[src/sv/ptl_pkg.sv]
// Shared types, register codes and reset constants for the primer trim locator.
package ptl_pkg;

    localparam int READ_MAX_DEF   = 512;
    localparam int PRIMER_LEN_DEF = 10;

    localparam int PRIMER_W  = 20;
    localparam int LEN_W     = 10;
    localparam int TOL_W     = 6;
    localparam int CFG_IDX_W = 2;

    localparam logic [PRIMER_W-1:0] HEAD_PRIMER_RST    = 20'd542851; // TAAGAGACAG
    localparam logic [PRIMER_W-1:0] TAIL_PRIMER_RST    = 20'd253421; // CTGTCTCTTA
    localparam logic [LEN_W-1:0]    PAYLOAD_LENGTH_RST = 10'd140;
    localparam logic [TOL_W-1:0]    TOLERANCE_RST      = 6'd5;

    // configuration register indexes
    localparam logic [CFG_IDX_W-1:0] CFG_HEAD_PRIMER    = 2'd0;
    localparam logic [CFG_IDX_W-1:0] CFG_TAIL_PRIMER    = 2'd1;
    localparam logic [CFG_IDX_W-1:0] CFG_PAYLOAD_LENGTH = 2'd2;
    localparam logic [CFG_IDX_W-1:0] CFG_TOLERANCE      = 2'd3;

    // match case codes
    localparam logic [1:0] MATCH_BOTH  = 2'd0;
    localparam logic [1:0] MATCH_FRONT = 2'd1;
    localparam logic [1:0] MATCH_BACK  = 2'd2;
    localparam logic [1:0] MATCH_NONE  = 2'd3;

    typedef struct packed {
        logic [1:0] base;
        logic       not_base;
        logic       last;
    } ptl_sym_t;

    typedef struct packed {
        logic             accepted;
        logic             reverse_strand;
        logic [1:0]       match_case;
        logic [LEN_W-1:0] payload_start;
        logic [LEN_W-1:0] payload_len;
        logic             too_long;
    } ptl_desc_t;

endpackage

[src/sv/primer_trim_locator.sv]
// Top level of the primer trim locator: config registers, scanner and result pipeline.
//
// Usage:
//   sym channel (sym_valid/sym_ready/sym) carries one read symbol per transaction:
//   a 2-bit base, a not_base flag for non-ACGT symbols and a last flag on the
//   final symbol of the read. One transaction per cycle is sustained while sym_ready stays high.
//   desc channel (desc_valid/desc_ready/desc) carries one descriptor per read:
//   strand, match case, payload start/length, accept and too_long flags.
//   The descriptor passes through the scanner snapshot, orientation select,
//   locate and tolerance check registers after the last symbol is taken.
//   Each stage holds its item while the next is full, so reads
//   keep streaming while a descriptor waits; when the receiver stalls long
//   enough to fill the three result stages and the snapshot, sym_ready drops.
//   Config port: cfg_wr_en writes cfg_wdata into register cfg_index
//   (front primer, back primer, expected payload length, tolerance);
//   write only while no read is in flight.
//   Reset restores the default primers, length 140 and tolerance 5, and
//   clears the read state; nothing is pending after reset.
module primer_trim_locator #(
    parameter int READ_MAX   = ptl_pkg::READ_MAX_DEF,
    parameter int PRIMER_LEN = ptl_pkg::PRIMER_LEN_DEF
) (
    input  logic                            clk,
    input  logic                            rst_n,
    input  logic                            cfg_wr_en,
    input  logic [ptl_pkg::CFG_IDX_W-1:0]   cfg_index,
    input  logic [ptl_pkg::PRIMER_W-1:0]    cfg_wdata,
    input  logic                            sym_valid,
    output logic                            sym_ready,
    input  ptl_pkg::ptl_sym_t               sym,
    output logic                            desc_valid,
    input  logic                            desc_ready,
    output ptl_pkg::ptl_desc_t              desc
);
    import ptl_pkg::*;

    localparam int CW = $clog2(READ_MAX + 1);

    // configuration registers
    logic [PRIMER_W-1:0] head_primer_reg;
    logic [PRIMER_W-1:0] tail_primer_reg;
    logic [LEN_W-1:0]    payload_length_reg;
    logic [TOL_W-1:0]    tolerance_reg;

    always_ff @(posedge clk or negedge rst_n)
    begin
        if (!rst_n)
        begin
            head_primer_reg    <= HEAD_PRIMER_RST;
            tail_primer_reg    <= TAIL_PRIMER_RST;
            payload_length_reg <= PAYLOAD_LENGTH_RST;
            tolerance_reg      <= TOLERANCE_RST;
        end
        else if (cfg_wr_en)
        begin
            case (cfg_index)
                CFG_HEAD_PRIMER:    head_primer_reg    <= cfg_wdata;
                CFG_TAIL_PRIMER:    tail_primer_reg    <= cfg_wdata;
                CFG_PAYLOAD_LENGTH: payload_length_reg <= cfg_wdata[LEN_W-1:0];
                CFG_TOLERANCE:      tolerance_reg      <= cfg_wdata[TOL_W-1:0];
                default: ;
            endcase
        end
    end

    // end-of-read snapshot between scanner and result pipeline
    logic          snap_valid, snap_ready;
    logic [CW-1:0] snap_read_count, snap_filt_count;
    logic          snap_ff_found, snap_bf_found, snap_rf_found, snap_rb_found;
    logic [CW-1:0] snap_ff_pos, snap_bf_pos, snap_rf_pos, snap_rb_pos;
    logic          snap_overflow;

    ptl_scan #(
        .READ_MAX   (READ_MAX),
        .PRIMER_LEN (PRIMER_LEN)
    ) u_scan (
        .clk             (clk),
        .rst_n           (rst_n),
        .head_primer     (head_primer_reg),
        .tail_primer     (tail_primer_reg),
        .sym_valid       (sym_valid),
        .sym_ready       (sym_ready),
        .sym             (sym),
        .snap_valid      (snap_valid),
        .snap_ready      (snap_ready),
        .snap_read_count (snap_read_count),
        .snap_filt_count (snap_filt_count),
        .snap_ff_found   (snap_ff_found),
        .snap_ff_pos     (snap_ff_pos),
        .snap_bf_found   (snap_bf_found),
        .snap_bf_pos     (snap_bf_pos),
        .snap_rf_found   (snap_rf_found),
        .snap_rf_pos     (snap_rf_pos),
        .snap_rb_found   (snap_rb_found),
        .snap_rb_pos     (snap_rb_pos),
        .snap_overflow   (snap_overflow)
    );

    ptl_result #(
        .READ_MAX   (READ_MAX),
        .PRIMER_LEN (PRIMER_LEN)
    ) u_result (
        .clk             (clk),
        .rst_n           (rst_n),
        .payload_length  (payload_length_reg),
        .tolerance       (tolerance_reg),
        .snap_valid      (snap_valid),
        .snap_ready      (snap_ready),
        .snap_read_count (snap_read_count),
        .snap_filt_count (snap_filt_count),
        .snap_ff_found   (snap_ff_found),
        .snap_ff_pos     (snap_ff_pos),
        .snap_bf_found   (snap_bf_found),
        .snap_bf_pos     (snap_bf_pos),
        .snap_rf_found   (snap_rf_found),
        .snap_rf_pos     (snap_rf_pos),
        .snap_rb_found   (snap_rb_found),
        .snap_rb_pos     (snap_rb_pos),
        .snap_overflow   (snap_overflow),
        .desc_valid      (desc_valid),
        .desc_ready      (desc_ready),
        .desc            (desc)
    );

endmodule

[src/sv/ptl_scan.sv]
// Per-symbol primer window scanner; snapshots the match state at end of read.
module ptl_scan #(
    parameter int READ_MAX   = ptl_pkg::READ_MAX_DEF,
    parameter int PRIMER_LEN = ptl_pkg::PRIMER_LEN_DEF,
    localparam int CW        = $clog2(READ_MAX + 1)
) (
    input  logic                          clk,
    input  logic                          rst_n,
    input  logic [ptl_pkg::PRIMER_W-1:0]  head_primer,
    input  logic [ptl_pkg::PRIMER_W-1:0]  tail_primer,
    input  logic                          sym_valid,
    output logic                          sym_ready,
    input  ptl_pkg::ptl_sym_t             sym,
    output logic                          snap_valid,
    input  logic                          snap_ready,
    output logic [CW-1:0]                 snap_read_count,
    output logic [CW-1:0]                 snap_filt_count,
    output logic                          snap_ff_found,
    output logic [CW-1:0]                 snap_ff_pos,
    output logic                          snap_bf_found,
    output logic [CW-1:0]                 snap_bf_pos,
    output logic                          snap_rf_found,
    output logic [CW-1:0]                 snap_rf_pos,
    output logic                          snap_rb_found,
    output logic [CW-1:0]                 snap_rb_pos,
    output logic                          snap_overflow
);
    import ptl_pkg::*;

    localparam int WW = 2 * PRIMER_LEN;
    localparam logic [CW-1:0] L_C   = CW'(PRIMER_LEN);
    localparam logic [CW-1:0] MAX_C = CW'(READ_MAX);

    logic [WW-1:0]         fwd_reg, fwd_next;
    logic [PRIMER_LEN-1:0] mask_reg, mask_next;
    logic [WW-1:0]         filt_reg, filt_next;
    logic [CW-1:0]         rc_reg, rc_next;
    logic [CW-1:0]         fc_reg, fc_next;
    logic                  ff_found_reg, ff_found_next;
    logic [CW-1:0]         ff_pos_reg, ff_pos_next;
    logic                  bf_found_reg, bf_found_next;
    logic [CW-1:0]         bf_pos_reg, bf_pos_next;
    logic                  rf_found_reg, rf_found_next;
    logic [CW-1:0]         rf_pos_reg, rf_pos_next;
    logic                  rb_found_reg, rb_found_next;
    logic [CW-1:0]         rb_pos_reg, rb_pos_next;
    logic                  ovf_reg, ovf_next;

    logic                  snap_valid_reg;
    logic                  take;

    logic [WW+PRIMER_W-1:0] fp_ext, bp_ext;
    logic [WW-1:0]          fp, bp, rc_fp, rc_bp;
    logic [CW-1:0]          fwd_pos, filt_pos;

    // primers cut or zero-extended to the window width
    assign fp_ext = {{WW{1'b0}}, head_primer};
    assign bp_ext = {{WW{1'b0}}, tail_primer};
    assign fp     = fp_ext[WW-1:0];
    assign bp     = bp_ext[WW-1:0];

    always_comb
    begin
        for (int i = 0; i < PRIMER_LEN; i++)
        begin
            rc_fp[2*i +: 2] = ~fp[2*(PRIMER_LEN-1-i) +: 2];
            rc_bp[2*i +: 2] = ~bp[2*(PRIMER_LEN-1-i) +: 2];
        end
    end

    assign fwd_pos  = rc_next - L_C;
    assign filt_pos = fc_next - L_C;

    always_comb
    begin
        fwd_next      = fwd_reg;
        mask_next     = mask_reg;
        filt_next     = filt_reg;
        rc_next       = rc_reg;
        fc_next       = fc_reg;
        ff_found_next = ff_found_reg;
        ff_pos_next   = ff_pos_reg;
        bf_found_next = bf_found_reg;
        bf_pos_next   = bf_pos_reg;
        rf_found_next = rf_found_reg;
        rf_pos_next   = rf_pos_reg;
        rb_found_next = rb_found_reg;
        rb_pos_next   = rb_pos_reg;
        ovf_next      = ovf_reg;
        if (rc_reg < MAX_C)
        begin
            fwd_next  = {sym.base, fwd_reg[WW-1:2]};
            mask_next = {~sym.not_base, mask_reg[PRIMER_LEN-1:1]};
            rc_next   = rc_reg + 1'b1;
            if (&mask_next)
            begin
                if (!ff_found_reg && fwd_next == fp)
                begin
                    ff_found_next = 1'b1;
                    ff_pos_next   = fwd_pos;
                end
                if (!bf_found_reg && fwd_next == bp)
                begin
                    bf_found_next = 1'b1;
                    bf_pos_next   = fwd_pos;
                end
            end
            if (!sym.not_base)
            begin
                filt_next = {sym.base, filt_reg[WW-1:2]};
                fc_next   = fc_reg + 1'b1;
                if (fc_next >= L_C)
                begin
                    // last hit wins on the filtered strand
                    if (filt_next == rc_fp)
                    begin
                        rf_found_next = 1'b1;
                        rf_pos_next   = filt_pos;
                    end
                    if (filt_next == rc_bp)
                    begin
                        rb_found_next = 1'b1;
                        rb_pos_next   = filt_pos;
                    end
                end
            end
        end
        else
        begin
            ovf_next = 1'b1;
        end
    end

    assign sym_ready = !snap_valid_reg || snap_ready;
    assign take      = sym_valid && sym_ready;

    always_ff @(posedge clk or negedge rst_n)
    begin
        if (!rst_n)
        begin
            fwd_reg        <= '0;
            mask_reg       <= '0;
            filt_reg       <= '0;
            rc_reg         <= '0;
            fc_reg         <= '0;
            ff_found_reg   <= 1'b0;
            ff_pos_reg     <= '0;
            bf_found_reg   <= 1'b0;
            bf_pos_reg     <= '0;
            rf_found_reg   <= 1'b0;
            rf_pos_reg     <= '0;
            rb_found_reg   <= 1'b0;
            rb_pos_reg     <= '0;
            ovf_reg        <= 1'b0;
            snap_valid_reg <= 1'b0;
        end
        else
        begin
            if (take && sym.last)
            begin
                snap_valid_reg <= 1'b1;
            end
            else if (snap_ready)
            begin
                snap_valid_reg <= 1'b0;
            end
            if (take)
            begin
                if (sym.last)
                begin
                    fwd_reg        <= '0;
                    mask_reg       <= '0;
                    filt_reg       <= '0;
                    rc_reg         <= '0;
                    fc_reg         <= '0;
                    ff_found_reg   <= 1'b0;
                    ff_pos_reg     <= '0;
                    bf_found_reg   <= 1'b0;
                    bf_pos_reg     <= '0;
                    rf_found_reg   <= 1'b0;
                    rf_pos_reg     <= '0;
                    rb_found_reg   <= 1'b0;
                    rb_pos_reg     <= '0;
                    ovf_reg        <= 1'b0;
                end
                else
                begin
                    fwd_reg      <= fwd_next;
                    mask_reg     <= mask_next;
                    filt_reg     <= filt_next;
                    rc_reg       <= rc_next;
                    fc_reg       <= fc_next;
                    ff_found_reg <= ff_found_next;
                    ff_pos_reg   <= ff_pos_next;
                    bf_found_reg <= bf_found_next;
                    bf_pos_reg   <= bf_pos_next;
                    rf_found_reg <= rf_found_next;
                    rf_pos_reg   <= rf_pos_next;
                    rb_found_reg <= rb_found_next;
                    rb_pos_reg   <= rb_pos_next;
                    ovf_reg      <= ovf_next;
                end
            end
        end
    end

    // end-of-read snapshot (payload only)
    always_ff @(posedge clk)
    begin
        if (take && sym.last)
        begin
            snap_read_count <= rc_next;
            snap_filt_count <= fc_next;
            snap_ff_found   <= ff_found_next;
            snap_ff_pos     <= ff_pos_next;
            snap_bf_found   <= bf_found_next;
            snap_bf_pos     <= bf_pos_next;
            snap_rf_found   <= rf_found_next;
            snap_rf_pos     <= rf_pos_next;
            snap_rb_found   <= rb_found_next;
            snap_rb_pos     <= rb_pos_next;
            snap_overflow   <= ovf_next;
        end
    end

    assign snap_valid = snap_valid_reg;

endmodule

[src/sv/ptl_result.sv]
// Descriptor pipeline: orientation select, payload locate, tolerance check.
module ptl_result #(
    parameter int READ_MAX   = ptl_pkg::READ_MAX_DEF,
    parameter int PRIMER_LEN = ptl_pkg::PRIMER_LEN_DEF,
    localparam int CW        = $clog2(READ_MAX + 1)
) (
    input  logic                        clk,
    input  logic                        rst_n,
    input  logic [ptl_pkg::LEN_W-1:0]   payload_length,
    input  logic [ptl_pkg::TOL_W-1:0]   tolerance,
    input  logic                        snap_valid,
    output logic                        snap_ready,
    input  logic [CW-1:0]               snap_read_count,
    input  logic [CW-1:0]               snap_filt_count,
    input  logic                        snap_ff_found,
    input  logic [CW-1:0]               snap_ff_pos,
    input  logic                        snap_bf_found,
    input  logic [CW-1:0]               snap_bf_pos,
    input  logic                        snap_rf_found,
    input  logic [CW-1:0]               snap_rf_pos,
    input  logic                        snap_rb_found,
    input  logic [CW-1:0]               snap_rb_pos,
    input  logic                        snap_overflow,
    output logic                        desc_valid,
    input  logic                        desc_ready,
    output ptl_pkg::ptl_desc_t          desc
);
    import ptl_pkg::*;

    localparam int VW = (CW > LEN_W) ? CW : LEN_W;
    localparam logic [CW-1:0] L_C  = CW'(PRIMER_LEN);
    localparam logic [VW-1:0] L_VW = VW'(PRIMER_LEN);

    // pipeline control
    logic sel_valid_reg, loc_valid_reg, desc_valid_reg;
    logic out_load, loc_load, sel_load;

    assign out_load   = !desc_valid_reg || desc_ready;
    assign loc_load   = !loc_valid_reg || out_load;
    assign sel_load   = !sel_valid_reg || loc_load;
    assign snap_ready = sel_load;

    always_ff @(posedge clk or negedge rst_n)
    begin
        if (!rst_n)
        begin
            sel_valid_reg  <= 1'b0;
            loc_valid_reg  <= 1'b0;
            desc_valid_reg <= 1'b0;
        end
        else
        begin
            if (sel_load)
            begin
                sel_valid_reg <= snap_valid;
            end
            if (loc_load)
            begin
                loc_valid_reg <= sel_valid_reg;
            end
            if (out_load)
            begin
                desc_valid_reg <= loc_valid_reg;
            end
        end
    end

    // stage 1: orientation; reverse positions map to m - L - j
    logic          sel_rev_reg, sel_rev_next;
    logic          sel_f_found_reg, sel_f_found_next;
    logic [CW-1:0] sel_f_pos_reg, sel_f_pos_next;
    logic          sel_b_found_reg, sel_b_found_next;
    logic [CW-1:0] sel_b_pos_reg, sel_b_pos_next;
    logic [CW-1:0] sel_n_reg, sel_n_next;
    logic          sel_ovf_reg;

    always_comb
    begin
        sel_rev_next = !(snap_ff_found || snap_bf_found);
        if (!sel_rev_next)
        begin
            sel_f_found_next = snap_ff_found;
            sel_f_pos_next   = snap_ff_pos;
            sel_b_found_next = snap_bf_found;
            sel_b_pos_next   = snap_bf_pos;
            sel_n_next       = snap_read_count;
        end
        else
        begin
            sel_f_found_next = snap_rf_found;
            sel_f_pos_next   = snap_filt_count - L_C - snap_rf_pos;
            sel_b_found_next = snap_rb_found;
            sel_b_pos_next   = snap_filt_count - L_C - snap_rb_pos;
            sel_n_next       = snap_filt_count;
        end
    end

    always_ff @(posedge clk)
    begin
        if (sel_load && snap_valid)
        begin
            sel_rev_reg     <= sel_rev_next;
            sel_f_found_reg <= sel_f_found_next;
            sel_f_pos_reg   <= sel_f_pos_next;
            sel_b_found_reg <= sel_b_found_next;
            sel_b_pos_reg   <= sel_b_pos_next;
            sel_n_reg       <= sel_n_next;
            sel_ovf_reg     <= snap_overflow;
        end
    end

    // stage 2: payload start and length
    logic [VW-1:0] f_pos, b_pos, n_val, lib, s_val, rest;
    logic [1:0]    mcase_next;
    logic [VW-1:0] start_next, len_next;
    logic [1:0]    loc_mcase_reg;
    logic [VW-1:0] loc_start_reg, loc_len_reg;
    logic          loc_rev_reg, loc_ovf_reg;

    assign f_pos = VW'(sel_f_pos_reg);
    assign b_pos = VW'(sel_b_pos_reg);
    assign n_val = VW'(sel_n_reg);
    assign lib   = VW'(payload_length);
    assign s_val = f_pos + L_VW;
    assign rest  = (n_val > s_val) ? n_val - s_val : '0;

    always_comb
    begin
        mcase_next = MATCH_NONE;
        start_next = '0;
        len_next   = '0;
        if (sel_f_found_reg)
        begin
            start_next = s_val;
            if (sel_b_found_reg)
            begin
                // back primer starts before the end of the front primer: take the rest
                mcase_next = MATCH_BOTH;
                len_next   = (b_pos >= s_val) ? b_pos - s_val : rest;
            end
            else
            begin
                mcase_next = MATCH_FRONT;
                len_next   = (lib < rest) ? lib : rest;
            end
        end
        else if (sel_b_found_reg)
        begin
            mcase_next = MATCH_BACK;
            start_next = (b_pos > lib) ? b_pos - lib : '0;
            len_next   = (b_pos > lib) ? lib : b_pos;
        end
    end

    always_ff @(posedge clk)
    begin
        if (loc_load && sel_valid_reg)
        begin
            loc_mcase_reg <= mcase_next;
            loc_start_reg <= start_next;
            loc_len_reg   <= len_next;
            loc_rev_reg   <= sel_rev_reg;
            loc_ovf_reg   <= sel_ovf_reg;
        end
    end

    // stage 3: tolerance check
    logic [VW-1:0] diff;
    logic          acc_next;
    ptl_desc_t     desc_reg;

    assign diff = (loc_len_reg > lib) ? loc_len_reg - lib : lib - loc_len_reg;
    assign acc_next = (loc_mcase_reg != MATCH_NONE) && (diff <= VW'(tolerance))
                      && (loc_len_reg != '0);

    always_ff @(posedge clk)
    begin
        if (out_load && loc_valid_reg)
        begin
            desc_reg.accepted       <= acc_next;
            desc_reg.reverse_strand <= loc_rev_reg;
            desc_reg.match_case     <= loc_mcase_reg;
            desc_reg.payload_start  <= loc_start_reg[LEN_W-1:0];
            desc_reg.payload_len    <= loc_len_reg[LEN_W-1:0];
            desc_reg.too_long       <= loc_ovf_reg;
        end
    end

    assign desc_valid = desc_valid_reg;
    assign desc       = desc_reg;

endmodule
[config.mk]
export PLATFORM = sky130hd
export DESIGN_NAME = primer_trim_locator
export DESIGN_NICKNAME = d
export VERILOG_FILES = /design/src/sv/ptl_pkg.sv /design/src/sv/primer_trim_locator.sv /design/src/sv/ptl_scan.sv /design/src/sv/ptl_result.sv
export SDC_FILE = /design/constraint.sdc
export NUM_CORES = 1
export LEC_CHECK = 0
export ABC_CLOCK_PERIOD_IN_PS = 4900
export BUFFER_PORTS_ARGS = -buffer_cell sky130_fd_sc_hd__buf_4
export CORE_MARGIN = 3
export CORE_UTILIZATION = 50
export CTS_CLUSTER_DIAMETER = 40
export CTS_CLUSTER_SIZE = 25
export DETAILED_ROUTE_END_ITERATION = 8
export PLACE_DENSITY = 0.7
export SLEW_MARGIN = 25
export SYNTH_ARGS = -nofsm -noshare
export SYNTH_HDL_FRONTEND = slang
export SYNTH_SLANG_ARGS = --single-unit
[constraint.sdc]
create_clock -name clk -period 4.9 [get_ports clk]
set_input_delay 0.49 -clock clk [delete_from_list [all_inputs] [get_ports clk]]
set_output_delay 0.49 -clock clk [all_outputs]
set_load 0.005 [all_outputs]
# Word-level counts from Yosys, hierarchy flattened
# Index checks and enable logic that the tools add are counted.
# word_totals
in_bits	31
out_inout_bits	27
reg_bits	323
# op_classes
magnitude_cmp	8
eq_ne	9
n_reduce_logical	32
bitwise_logic	21
addsub	13
n_mux	71
# op_table
operator	n
10-bit two-way mux	39
20-bit two-way mux	5
20-bit == test	4
10-bit subtractor	7
2-bit NOT	20
10-bit greater-than comparator	3
10-bit by 4-bit subtractor with 10-bit output (second input constant)	3
1-bit two-way mux	26
10-bit by 1-bit adder with 10-bit output (second input constant)	2
10-bit by 4-bit adder with 10-bit output (second input constant)	1
10-bit >= comparator	1
10-bit by 4-bit >= comparator with 1-bit output (second input constant)	1
10-bit by 6-bit <= comparator with 1-bit output	1
10-bit < comparator	1
10-bit < comparator (second input constant)	1
10-bit AND reduction	1
2-bit AND reduction	5
10-bit nonzero test	1
1-bit logical AND	9
1-bit logical NOT	7
1-bit logical OR	5
2-bit == test (second input constant)	2
2-bit != test (second input constant)	2
2-bit nonzero test	2
other kinds (5)	5

# Depth between registers and ports, before layout
# Gate-level depths: netlist (run 1).
# depth
word_depth	9
mapped_depth	22
ltp_nobuf	21

# By module
# A second synthesis (run 1) with hierarchy kept.
# hier_totals
cells_unflattened	1667
area_unflattened_um2	18223.7
# modules_own_cells
mod	area_per_inst_um2	seq_area_each_um2	cells_each	n_inst
ptl_scan	8607.0	4729.5	735	1
ptl_result	7403.4	2567.5	811	1
primer_trim_locator	2213.4	1432.6	121	1

# Worst setup path before layout (run 1)
# No wires, ideal clock.
# synth_timing
path_type	register to register
from	register u_result.sel_f_pos_reg[1], in the netlist u_result.f_pos[1]
to	register u_result.loc_len_reg[7], data pin
path_slack_ps	456
n_path_buf	2
period_less_slack_ps	4444
setup_ps	257
required_ps	4643
path_stages_with_launch	22
arrival_time_ps	4187
cell_sequence	edfxtp_1 -> ha_1 -> xor2_1 -> ha_1 -> a21oi_1 -> nand2_1 -> maj3_1 -> a21oi_1 -> o211a_4 -> nor2_1 -> buf_2 -> nand2_1 -> ha_1 -> nand3_1 -> a21boi_0 -> o21a_1 -> o21ai_0 -> a21oi_1 -> nand2b_1 -> buf_6 -> mux2i_1 -> a32o_1
# synth_via
elab_chain_len	7
word_cells_on_any_way	11
classes_between	add/sub: 3; order compare: 3; mux: 5
# synth_lines
element	line_no	rtl
from (decl)	ptl_result.sv:71	logic [CW-1:0] sel_f_pos_reg, sel_f_pos_next;
from (signal assigned)	ptl_result.sv:104	sel_f_pos_reg <= sel_f_pos_next;
10-bit by 4-bit adder with 10-bit output (*)	ptl_result.sv:124	assign s_val = f_pos + L_VW;
10-bit subtractor / 10-bit greater-than comparator (equally long branches)	ptl_result.sv:125	assign rest = (n_val > s_val) ? n_val - s_val : '0;
10-bit two-way mux	ptl_result.sv:125	
10-bit < comparator	ptl_result.sv:144	len_next = (lib < rest) ? lib : rest;
10-bit two-way mux	ptl_result.sv:144	
10-bit two-way mux (*)	ptl_result.sv:135	if (sel_b_found_reg)
10-bit two-way mux (*)	ptl_result.sv:132	if (sel_f_found_reg)
via u_result.len_next[7]	ptl_result.sv:115	logic [VW-1:0] start_next, len_next;
to (signal assigned)	ptl_result.sv:161	loc_len_reg <= len_next;
to (decl)	ptl_result.sv:117	logic [VW-1:0] loc_start_reg, loc_len_reg;
# The timed path passes the listed nets; every way through them passes the cells marked *.
# A chain may end at the register's enable or synchronous reset.

# Worst setup path after layout (run 1)
# layout_timing
from	register u_result.sel_f_pos_reg[2], in the netlist u_result.f_pos[2]
to	register u_result.loc_len_reg[7], data pin
# The elaborated chain is that of the path after synthesis.

==> impl_metrics.csv, run 1 <==
group,metric,value,unit
global_routing,overflow,0,
timing,worst_pin_slew,0.918,ns
logic_synthesis,syn_area,0.0177,sq mm
worst_setup_path,endpoint_kind,"register",
place,dp_hpwl,31000,um
drt,ant_nets,0,
timing,finalSetupViolations,0,
timing,slew_viol_final,0,
worst_setup_path,cp_cell_sequence,"ha_1 -> xor2_2 -> ha_1 -> a21oi_1 -> nand2_1 -> maj3_1 -> a21oi_2 -> o211a_4 -> nor3_4 -> inv_1 -> ha_1 -> a21oi_1 -> a21boi_0 -> o21a_1 -> o21ai_1 -> a21oi_2 -> nand2b_1 -> buf_4 -> mux2i_1 -> a32o_1",
worst_setup_path,cp-start-kind,"register",
timing,rsz0062_at_grt,"false",
timing,fin_skew,0.0330,ns
logic_synthesis,syn_nets,1720,
timing,whs,0.171,ns
global_routing,grt_pass1_vias,12523,
drt,finalWirelength,43000,um
clock_network,cts_buffers,41,
min_path,worstHoldPathCells,2,
pwr,powerDensity,391,mW/mm^2
global_routing,groute.usage.overall,0.227,
worst_setup_path,critPathBufInv,2,
pwr,ir_drop,0.000357,V
worst_setup_path,cp_common_cell,"ha_1",
worst_setup_path,r2r_slack,0.32,ns
clock_network,postCtsSetupRepairBufs,0,
timing,fin_crit_sh,0.935,
finish,final_cell_mix,"edfxtp_1, nand2_1, dfrtp_1",
global_routing,grt_util_met2,0.362,
worst_setup_path,path_max_fanout,10,
finish,synthToLayoutAreaGrowth,14.1,%
clock_network,cts_tree,"built",
timing,clock.fmax,218,MHz
worst_setup_path,required,5.21,ns
finish,diodes,0,
logic_synthesis,syn_avg_cell_area,11.1,sq um
global_routing,grt_max_degree,86,
finish,fin_util,0.581,
finish,largest_reg_flops,25,
worst_setup_path,worstReg2RegStart,"u_result.f_pos[2]",
drt,viasPerCell,5.80,
worst_setup_path,reg2reg_depth,20,
clock_network,root_buffer,"clkbuf_16",
worst_setup_path,slowest_stage,"edfxtp_1",
global_routing,use_met3,0.0353,
drt,drtPass1Iterations,5,
global_routing,top_usage_layer,"met2",
status,status,"finished clean",
die,placeableCoreArea,0.0347,sq mm
drt,drt_iter0_drc,865,
min_path,holdPathEnd,"tail_primer_reg[19]",
job,cap_violations,0,
logic_synthesis,synth.distinct_cells,81,
drt,wl_per_cell,19.9,um
logic_synthesis,ys_top_cells_by_area,"edfxtp_1, dfrtp_1, mux2_2",
clock_network,clock_sinks,318,
die,io_pins,58,
worst_setup_path,arrival,4.89,ns
clock_network,clk_latency,0.57,ns
min_path,min_from,"cfg_wdata[19]",
pwr,finalPower,7.89,mW
finish,layout_commonest_cell,"edfxtp_1",
die,initial_core_util,0.510,
drt,route.detailed.drc,0,
logic_synthesis,syn_inst,1601,
global_routing,grt_pass1_wl,69000,um
finish,fill_cells,2887,
logic_synthesis,synth_seq_area_share,0.493,
place,globalplace.congestion,0.892,
clock_network,clock_path_buffers,3,
timing,worst_slew_margin_rel,0.386,
timing,tns,0,ns
global_routing,grtUsageMet1,0.318,
global_routing,antenna_found_initial,0,
timing,finalCriticalPeriod,4.58,ns
place,portBuffers,57,
die,die_h,194,um
finish,final_nets,1789,
logic_synthesis,synth-main-ff-cell,"edfxtp_1",
timing,hold_viol,0,
logic_synthesis,ys_async_sr_fraction,0.535,
clock_network,clkSlewWorstSetupHoldPaths,0.07,ns
finish,drive_gt1_frac,0.184,
pwr,p_leak,8.57,nW
min_path,min_path_type,"in2reg",
worst_setup_path,cp_slowest_stage_delay,0.45,ns
die,die_w,194,um
logic_synthesis,ys_seq_elements,318,
drt,vias,12517,
logic_synthesis,synth_top_area_cell,"edfxtp_1",
die,fp-row-count,68,
die,die-area,0.0377,sq mm
clock_network,htreeDepth,2,
worst_setup_path,r2r-end,"u_result.loc_len_reg[7]",
logic_synthesis,synth_top_area_frac,0.251,
logic_synthesis,synth_edf_count,148,
worst_setup_path,cp_top_family,"compound AO/OA/AOI/OAI gates",
worst_setup_path,crit_type,"reg2reg",
logic_synthesis,ys_warn_count,0,
==> what timing repair did <==
action,in CTS,in global routing
hold buffers,0,1
gates resized for setup,0,9
setup endpoints to repair,0,9
endpoints found under the hold margin,0,2
==> logic make-up (layout without fill, tap and decap cells) <==
kind of cell               count (synthesis)  after routing  synth area share
and+or+nand+nor                          397            397             0.107
DFF                                      318            318             0.493
AOI/OAI and AO/OA                        331            331             0.131
muxes                                    117            117            0.0738
buffers and inverters                    173            274            0.0377
xor gates and xnor gates                 173            173            0.0887
adders and majority gates                 92             92            0.0675
==> metrics by stage <==
stage	cells	setup WS, ns	area (sq um)
after floorplan	1601	0.456	17700
after global placement	2080	0.262	18700
after detailed placement	2081	0.0957	18700
after CTS	2156	0.0667	20100
after global routing	2157	0.00222	20200
final	2157	0.321	20200
==> power breakdown <==
| group | total [mW] | internal [mW] | switching, mW |
|---|---|---|---|
| combinational | 1.59 | 0.707 | 0.883 |
| sequential | 3.24 | 3.03 | 0.208 |
| clock | 3.07 | 1.73 | 1.33 |
==> synth_stat cells, drive strengths merged, types with 4 or more instances <==
cell	number
edfxtp	148
nand2	148
dfrtp	145
inv	112
xnor2	100
mux2	99
o21ai	88
ha	81
nor2	73
a22o	71
xor2	71
clkbuf	51
a21oi	47
nand4	29
nand3	28
dfstp	25
nor3	23
nor4	21
o31ai	19
mux2i	18
nor2b	15
nand2b	13
a21boi	12
a21o	12
o22ai	11
buf	10
o21a	9
a31oi	8
and3	8
nand3b	8
or2	8
a22oi	7
fa	7
and2	6
a211o	5
nor3b	5
o221ai	5
or3	5
and4	4
maj3	4
==> worst max path at each step <==
stage | start | to | slack (ns) | cells past startpoint
CTS | u_result.f_pos[2] | u_result.loc_len_reg[2] | 0.07 | 19
detailed placement | u_result.f_pos[2] | u_result.loc_len_reg[2] | 0.1 | 19
global placement | u_result.f_pos[2] | u_result.loc_len_reg[2] | 0.26 | 19
floorplan | u_result.f_pos[1] | u_result.loc_len_reg[7] | 0.46 | 21
finish | u_result.f_pos[2] | u_result.loc_len_reg[7] | 0.32 | 20
global route | u_result.loc_len_reg[0] | u_result.desc[24] | 0.002 | 21
==> area by class of cell <==
type                       count  area, sq um  share of cell area
clock buffer                  44         1070              0.0530
clock inverter                31          357              0.0177
inverter                     112          420              0.0208
multi-input combinational   1110         8360               0.414
sequential                   318         8730               0.433
tap                          455          569              0.0282
timing repair buffer          87          676              0.0335
==> per-layer routing <==
metal / vias up / part of all wire
li1: 5928 / -
met1: 6177 / 0.46
met2: 331 / 0.47
met3: 81 / 0.045
met4: 0 / 0.031
met5: - / 0
(Power assumes the default switching activity.)
==> run 2: changes to the inputs <==
==> constraint.sdc (replaced) <==
create_clock -name clk -period 4.9 [get_ports clk]
set_input_delay 0.245 -clock clk [delete_from_list [all_inputs] [get_ports clk]]
set_output_delay 0.245 -clock clk [all_outputs]
set_load 0.005 [all_outputs]
==> run 2 against run 1 <==
Net effect: core utilization increased by 0.61 points; combinational power about the same; critical path depth unchanged; count of clock-buffer cells in the layout increased by 4; setup slack improved by 0.068 ns; non-clock buffer count increased by 28; highest routed layer unchanged; sequential cell count unchanged; wire length decreased by 1.7%; largest cell class unchanged; global-route usage decreased by 0.41 points.
==> impl_metrics.csv, run 2 (same netlist as run 1, synthesis figures left out) <==
group,metric,value,unit
status,status,"finished clean",
worst_setup_path,required,5.29,ns
worst_setup_path,slowest_stage,"edfxtp_1",
place,dp_slack,0.0723,ns
clock_network,cts_tree,"built",
finish,fin_area,0.0204,sq mm
die,placeableCoreArea,0.0347,sq mm
timing,whs,0.0559,ns
place,portBuffers,57,
place,placed_area,0.0187,sq mm
drt,finalWirelength,42200,um
worst_setup_path,crit_type,"reg2reg",
drt,vias,12528,
global_routing,antenna_found_initial,0,
global_routing,overflow,0,
worst_setup_path,cp_cell_sequence,"ha_2 -> o21ai_0 -> xor2_1 -> ha_1 -> and3_1 -> nand3_1 -> nor4_1 -> mux2_2 -> nor3_4 -> inv_1 -> ha_1 -> a21oi_1 -> a21boi_0 -> o21a_1 -> o21ai_0 -> a21oi_2 -> nand2b_1 -> buf_4 -> mux2_4 -> o221ai_1",
timing,fin_ws,0.389,ns
global_routing,grt_pass1_wl,68100,um
worst_setup_path,cp-start-kind,"register",
timing,rsz0062_at_grt,"false",
clock_network,cts_buffers,41,
clock_network,clock_path_buffers,3,
finish,layout_commonest_cell,"edfxtp_1",
finish,drive_gt1_frac,0.183,
die,io_pins,58,
pwr,finalPower,7.79,mW
clock_network,root_buffer,"clkbuf_16",
worst_setup_path,cp_top_family,"compound AO/OA/AOI/OAI gates",
worst_setup_path,endpoint_kind,"register",
die,initial_core_util,0.510,
pwr,ir_drop,0.000285,V
finish,final_cell_mix,"edfxtp_1, nand2_1, dfrtp_1",
drt,ant_nets,0,
timing,slew_viol_final,0,
timing,tns,0,ns
timing,finalCriticalPeriod,4.51,ns
drt,drt_iter0_drc,1026,
die,die_w,194,um
global_routing,grt_pass1_vias,12476,
clock_network,clock_sinks,318,
worst_setup_path,arrival,4.90,ns
pwr,p_leak,8.67,nW
die,die-area,0.0377,sq mm
timing,hold_viol,0,
clock_network,clkSlewWorstSetupHoldPaths,0.06,ns
die,fp-row-count,68,
die,die_h,194,um
timing,finalSetupViolations,0,
timing,clock.fmax,222,MHz
timing,worst_slew_margin_rel,0.522,
worst_setup_path,path_max_fanout,10,
worst_setup_path,critPathBufInv,2,
drt,wl_per_cell,19.3,um
min_path,min_path_type,"in2reg",
drt,drtPass1Iterations,5,
timing,worst_pin_slew,0.716,ns
place,dp_hpwl,30700,um
global_routing,grt_max_degree,171,
worst_setup_path,cp_slowest_stage_delay,0.45,ns
timing,fin_skew,0.0310,ns
finish,synthToLayoutAreaGrowth,15.3,%
timing,fin_crit_sh,0.921,
drt,viasPerCell,5.74,
pwr,powerDensity,382,mW/mm^2
clock_network,clk_latency,0.56,ns
clock_network,htreeDepth,2,
place,globalplace.congestion,0.923,
finish,largest_reg_flops,25,
global_routing,groute.usage.overall,0.223,
finish,final_nets,1817,
drt,route.detailed.drc,0,
finish,diodes,0,
job,cap_violations,0,
## run 2: path summary, 6_finish.rpt
| path | start | endpoint | slack (ns) | cells after the start |
|---|---|---|---|---|
| worst max register to register | u_result.f_pos[2] | u_result.loc_len_reg[2] | 0.39 | 20 |
| worst min-delay path | desc_ready | u_result.loc_valid_reg | 0.06 | 4 |
| worst max-delay path | u_result.f_pos[2] | u_result.loc_len_reg[2] | 0.39 | 20 |
| min in group asynchronous | rst_n | u_scan.bf_pos_reg[7] | 0.17 | 3 |
| max in group asynchronous | rst_n | tail_primer_reg[19] | 3.79 | 4 |
| worst min register to register | u_result.loc_start_reg[5] | u_result.desc[16] | 0.42 | 0 |
## run 2: metrics by stage
stage,utilization,std cells
floorplan,-,1601
global placement,0.539,2084
detailed placement,0.540,2085
global route,0.587,2184
finish,0.587,2184
CTS,0.585,2182
## run 2: worst reg2reg max path, stage by stage (launching register included)
cell	delay, ns
edfxtp_1	0.45
ha_2	0.26
o21ai_0	0.22
xor2_1	0.23
ha_1	0.32
and3_1	0.21
nand3_1	0.07
nor4_1	0.04
mux2_2	0.36
nor3_4	0.29
inv_1	0.08
ha_1	0.31
a21oi_1	0.13
a21boi_0	0.11
o21a_1	0.17
o21ai_0	0.19
a21oi_2	0.11
nand2b_1	0.15
buf_4	0.20
mux2_4	0.31
o221ai_1	0.17
## run 2: final cells by class
type,count,area [sq um]
fillers,2880,14300
clock inverters,26,236
repair buffers,115,965
inverters,112,420
clock buffers,48,1120
flip-flops and latches,318,8730
multi-input cells,1110,8350
well taps,455,569
## run 2: routing by layer
layer | GRT usage | share of wire | vias to the layer above
met5 | 0 | 0 | -
met4 | 0.0686 | 0.023 | 0
met3 | 0.0346 | 0.054 | 70
met2 | 0.362 | 0.47 | 372
met1 | 0.311 | 0.45 | 6110
li1 | - | - | 5976
## run 2: what timing repair did
action,4_1_cts,5_1_grt
gates resized for setup,0,9
hold buffers,23,0
buffers inserted,0,1
setup endpoints to repair,0,10
endpoints found under the hold margin,203,0
## run 2: report_power, final
part	switching (mW)	total [mW]	internal (mW)
clock	1.25	2.95	1.70
sequential	0.197	3.23	3.03
combinational	0.885	1.61	0.727
==> run 3: changes to the inputs <==
--- a/config.mk
+++ b/config.mk
@@ -6,13 +6,13 @@
 export NUM_CORES = 1
 export LEC_CHECK = 0
 export ABC_CLOCK_PERIOD_IN_PS = 4900
-export BUFFER_PORTS_ARGS = -buffer_cell sky130_fd_sc_hd__buf_4
-export CORE_MARGIN = 3
+export CORE_MARGIN = 2
 export CORE_UTILIZATION = 50
 export CTS_CLUSTER_DIAMETER = 40
 export CTS_CLUSTER_SIZE = 25
 export DETAILED_ROUTE_END_ITERATION = 8
-export PLACE_DENSITY = 0.7
+export DONT_BUFFER_PORTS = 1
+export PLACE_DENSITY = 0.69
 export SLEW_MARGIN = 25
 export SYNTH_ARGS = -nofsm -noshare
 export SYNTH_HDL_FRONTEND = slang
==> run 3 against run 2 <==
Net effect: wire length rose by 2.4%; setup slack got worse by 0.15 ns; maximum frequency fell by 3.3%; worst hold slack got worse by 0.016 ns; die area fell by 2.0%; core utilization fell by 0.65 points; count of clock-buffer cells in the layout rose by 4; first-iteration DRC count fell by 5.1%; sequential cell count did not move; power rose by 5.0%; highest routed layer unchanged.
==> impl_metrics.csv, run 3 (same netlist as run 1, synthesis figures left out) <==
group,metric,value,unit
die,die_h,192,um
finish,fill_cells,2861,
worst_setup_path,path_max_fanout,10,
global_routing,antenna_found_initial,0,
die,die-area,0.0369,sq mm
worst_setup_path,crit_type,"reg2reg",
timing,finalCriticalPeriod,4.67,ns
drt,drtPass1Iterations,5,
timing,fin_ws,0.234,ns
pwr,powerDensity,405,mW/mm^2
clock_network,clock_path_buffers,3,
drt,ant_nets,0,
global_routing,grt_pass1_vias,12420,
drt,wl_met1,19600,um
place,dp_slack,0.158,ns
clock_network,cts_buffers,44,
global_routing,grt_max_degree,171,
drt,route.detailed.drc,0,
worst_setup_path,critPathBufInv,1,
drt,dr_wl_met3,2350,um
finish,fin_util,0.581,
place,globalplace.congestion,0.947,
pwr,p_leak,8.50,nW
timing,finalSetupViolations,0,
worst_setup_path,slowest_stage,"edfxtp_1",
drt,wl_met2,19900,um
clock_network,clk_latency,0.57,ns
worst_setup_path,cp_cell_sequence,"ha_1 -> o21ai_0 -> xor2_1 -> ha_1 -> and3_1 -> nand3_1 -> nor4_1 -> mux2_2 -> nor2_2 -> nand3_1 -> ha_1 -> a21boi_0 -> o21a_1 -> o21ai_0 -> a21oi_1 -> nand2b_1 -> buf_4 -> mux2_1 -> o32ai_1",
min_path,min_path_type,"in2reg",
pwr,ir_drop,0.000319,V
clock_network,root_buffer,"clkbuf_16",
worst_setup_path,arrival,5.04,ns
timing,fin_crit_sh,0.952,
timing,clock.fmax,214,MHz
worst_setup_path,endpoint_kind,"register",
clock_network,clkSlewWorstSetupHoldPaths,0.06,ns
finish,largest_reg_flops,25,
timing,fin_skew,0.0301,ns
finish,layout_commonest_cell,"edfxtp_1",
global_routing,grt_pass1_wl,69600,um
timing,hold_viol,0,
drt,viasPerCell,5.84,
worst_setup_path,cp_top_family,"simple AND/OR/NAND/NOR gates",
die,die_w,192,um
timing,worst_slew_margin_rel,0.301,
finish,drive_gt1_frac,0.156,
clock_network,htreeDepth,2,
die,initial_core_util,0.510,
die,io_pins,58,
finish,synthToLayoutAreaGrowth,14.0,%
finish,diodes,0,
finish,final_nets,1763,
worst_setup_path,r2r_slack,0.23,ns
job,cap_violations,0,
place,portBuffers,0,
worst_setup_path,cp_slowest_stage_delay,0.45,ns
timing,worst_pin_slew,1.04,ns
die,fp-row-count,68,
worst_setup_path,cp-start-kind,"register",
timing,tns,0,ns
worst_setup_path,cp_common_cell,"ha_1",
die,placeableCoreArea,0.0347,sq mm
clock_network,clock_sinks,318,
global_routing,groute.usage.overall,0.243,
timing,slew_viol_final,0,
drt,finalWirelength,43200,um
clock_network,cts_tree,"built",
timing,rsz0062_at_grt,"false",
place,dp_hpwl,30800,um
drt,wl_per_cell,20.3,um
worst_setup_path,required,5.27,ns
drt,drt_iter0_drc,974,
global_routing,overflow,0,
drt,vias,12462,
finish,final_cell_mix,"edfxtp_1, nand2_1, dfrtp_1",
status,status,"finished clean",
drt,top_layer_used,"met4",
[run 3: path summary, 6_finish.rpt]
| kind | to | cells past startpoint | start |
|---|---|---|---|
| worst max-delay path | u_result.loc_len_reg[8] | 19 | u_result.f_pos[2] |
| worst min-delay path | u_scan.fwd_reg[18] | 3 | sym[2] |
| worst max register to register | u_result.loc_len_reg[8] | 19 | u_result.f_pos[2] |
| worst min register to register | u_result.desc[15] | 0 | u_result.loc_start_reg[4] |
| max in group asynchronous | u_scan.bf_pos_reg[6] | 2 | rst_n |
| min in group asynchronous | u_scan.filt_reg[11] | 2 | rst_n |
[run 3: area by class of cell]
cell class / count / area, sq um / share of cell area
sequential: 318 / 8730 / 0.433
multi-input combinational: 1110 / 8330 / 0.413
tap: 455 / 569 / 0.0282
clock inverter: 28 / 392 / 0.0194
timing repair buffer: 58 / 526 / 0.0261
clock buffer: 52 / 1200 / 0.0596
inverter: 112 / 420 / 0.0208
[run 3: per-layer routing]
metal	track usage	up-vias
li1	-	5876
met1	0.340	6103
met2	0.384	382
met3	0.0409	101
met4	0.0822	0
met5	0	-
[run 3: power breakdown]
part / internal [mW] / total, mW / switching, mW
Sequential: 3.03 / 3.23 / 0.201
Combinational: 0.689 / 1.56 / 0.874
Clock: 2.07 / 3.38 / 1.30
[run 3: worst reg2reg max path, delay by kind of cell, from the launching register on]
family / cells / cell delay [ns]
muxes: 2 / 0.69
DFF: 1 / 0.45
buffers and inverters: 1 / 0.22
adders and majority gates: 3 / 0.95
and+or+nand+nor: 6 / 1.01
AOI/OAI and AO/OA: 6 / 0.96
xor gates and xnor gates: 1 / 0.21
[run 3: metrics by stage]
step / total power [mW] / hold WS, ns / std cells / cell area [sq um]
CTS: 8.22 / 0.0228 / 2133 / 20100
global route: 8.54 / 0.0882 / 2133 / 20200
global placement: 4.74 / -0.0466 / 2026 / 18300
finish: 8.17 / 0.0395 / 2133 / 20200
detailed placement: 4.76 / -0.0475 / 2027 / 18300
floorplan: 4.35 / -0.0506 / 1601 / 17700
[run 3: what timing repair did]
item / CTS / global route
buffers inserted: 0 / 0
hold endpoints to repair: 264 / 0
gates resized for setup: 0 / 4
endpoints found under the setup margin: 0 / 8
hold buffers: 26 / 0
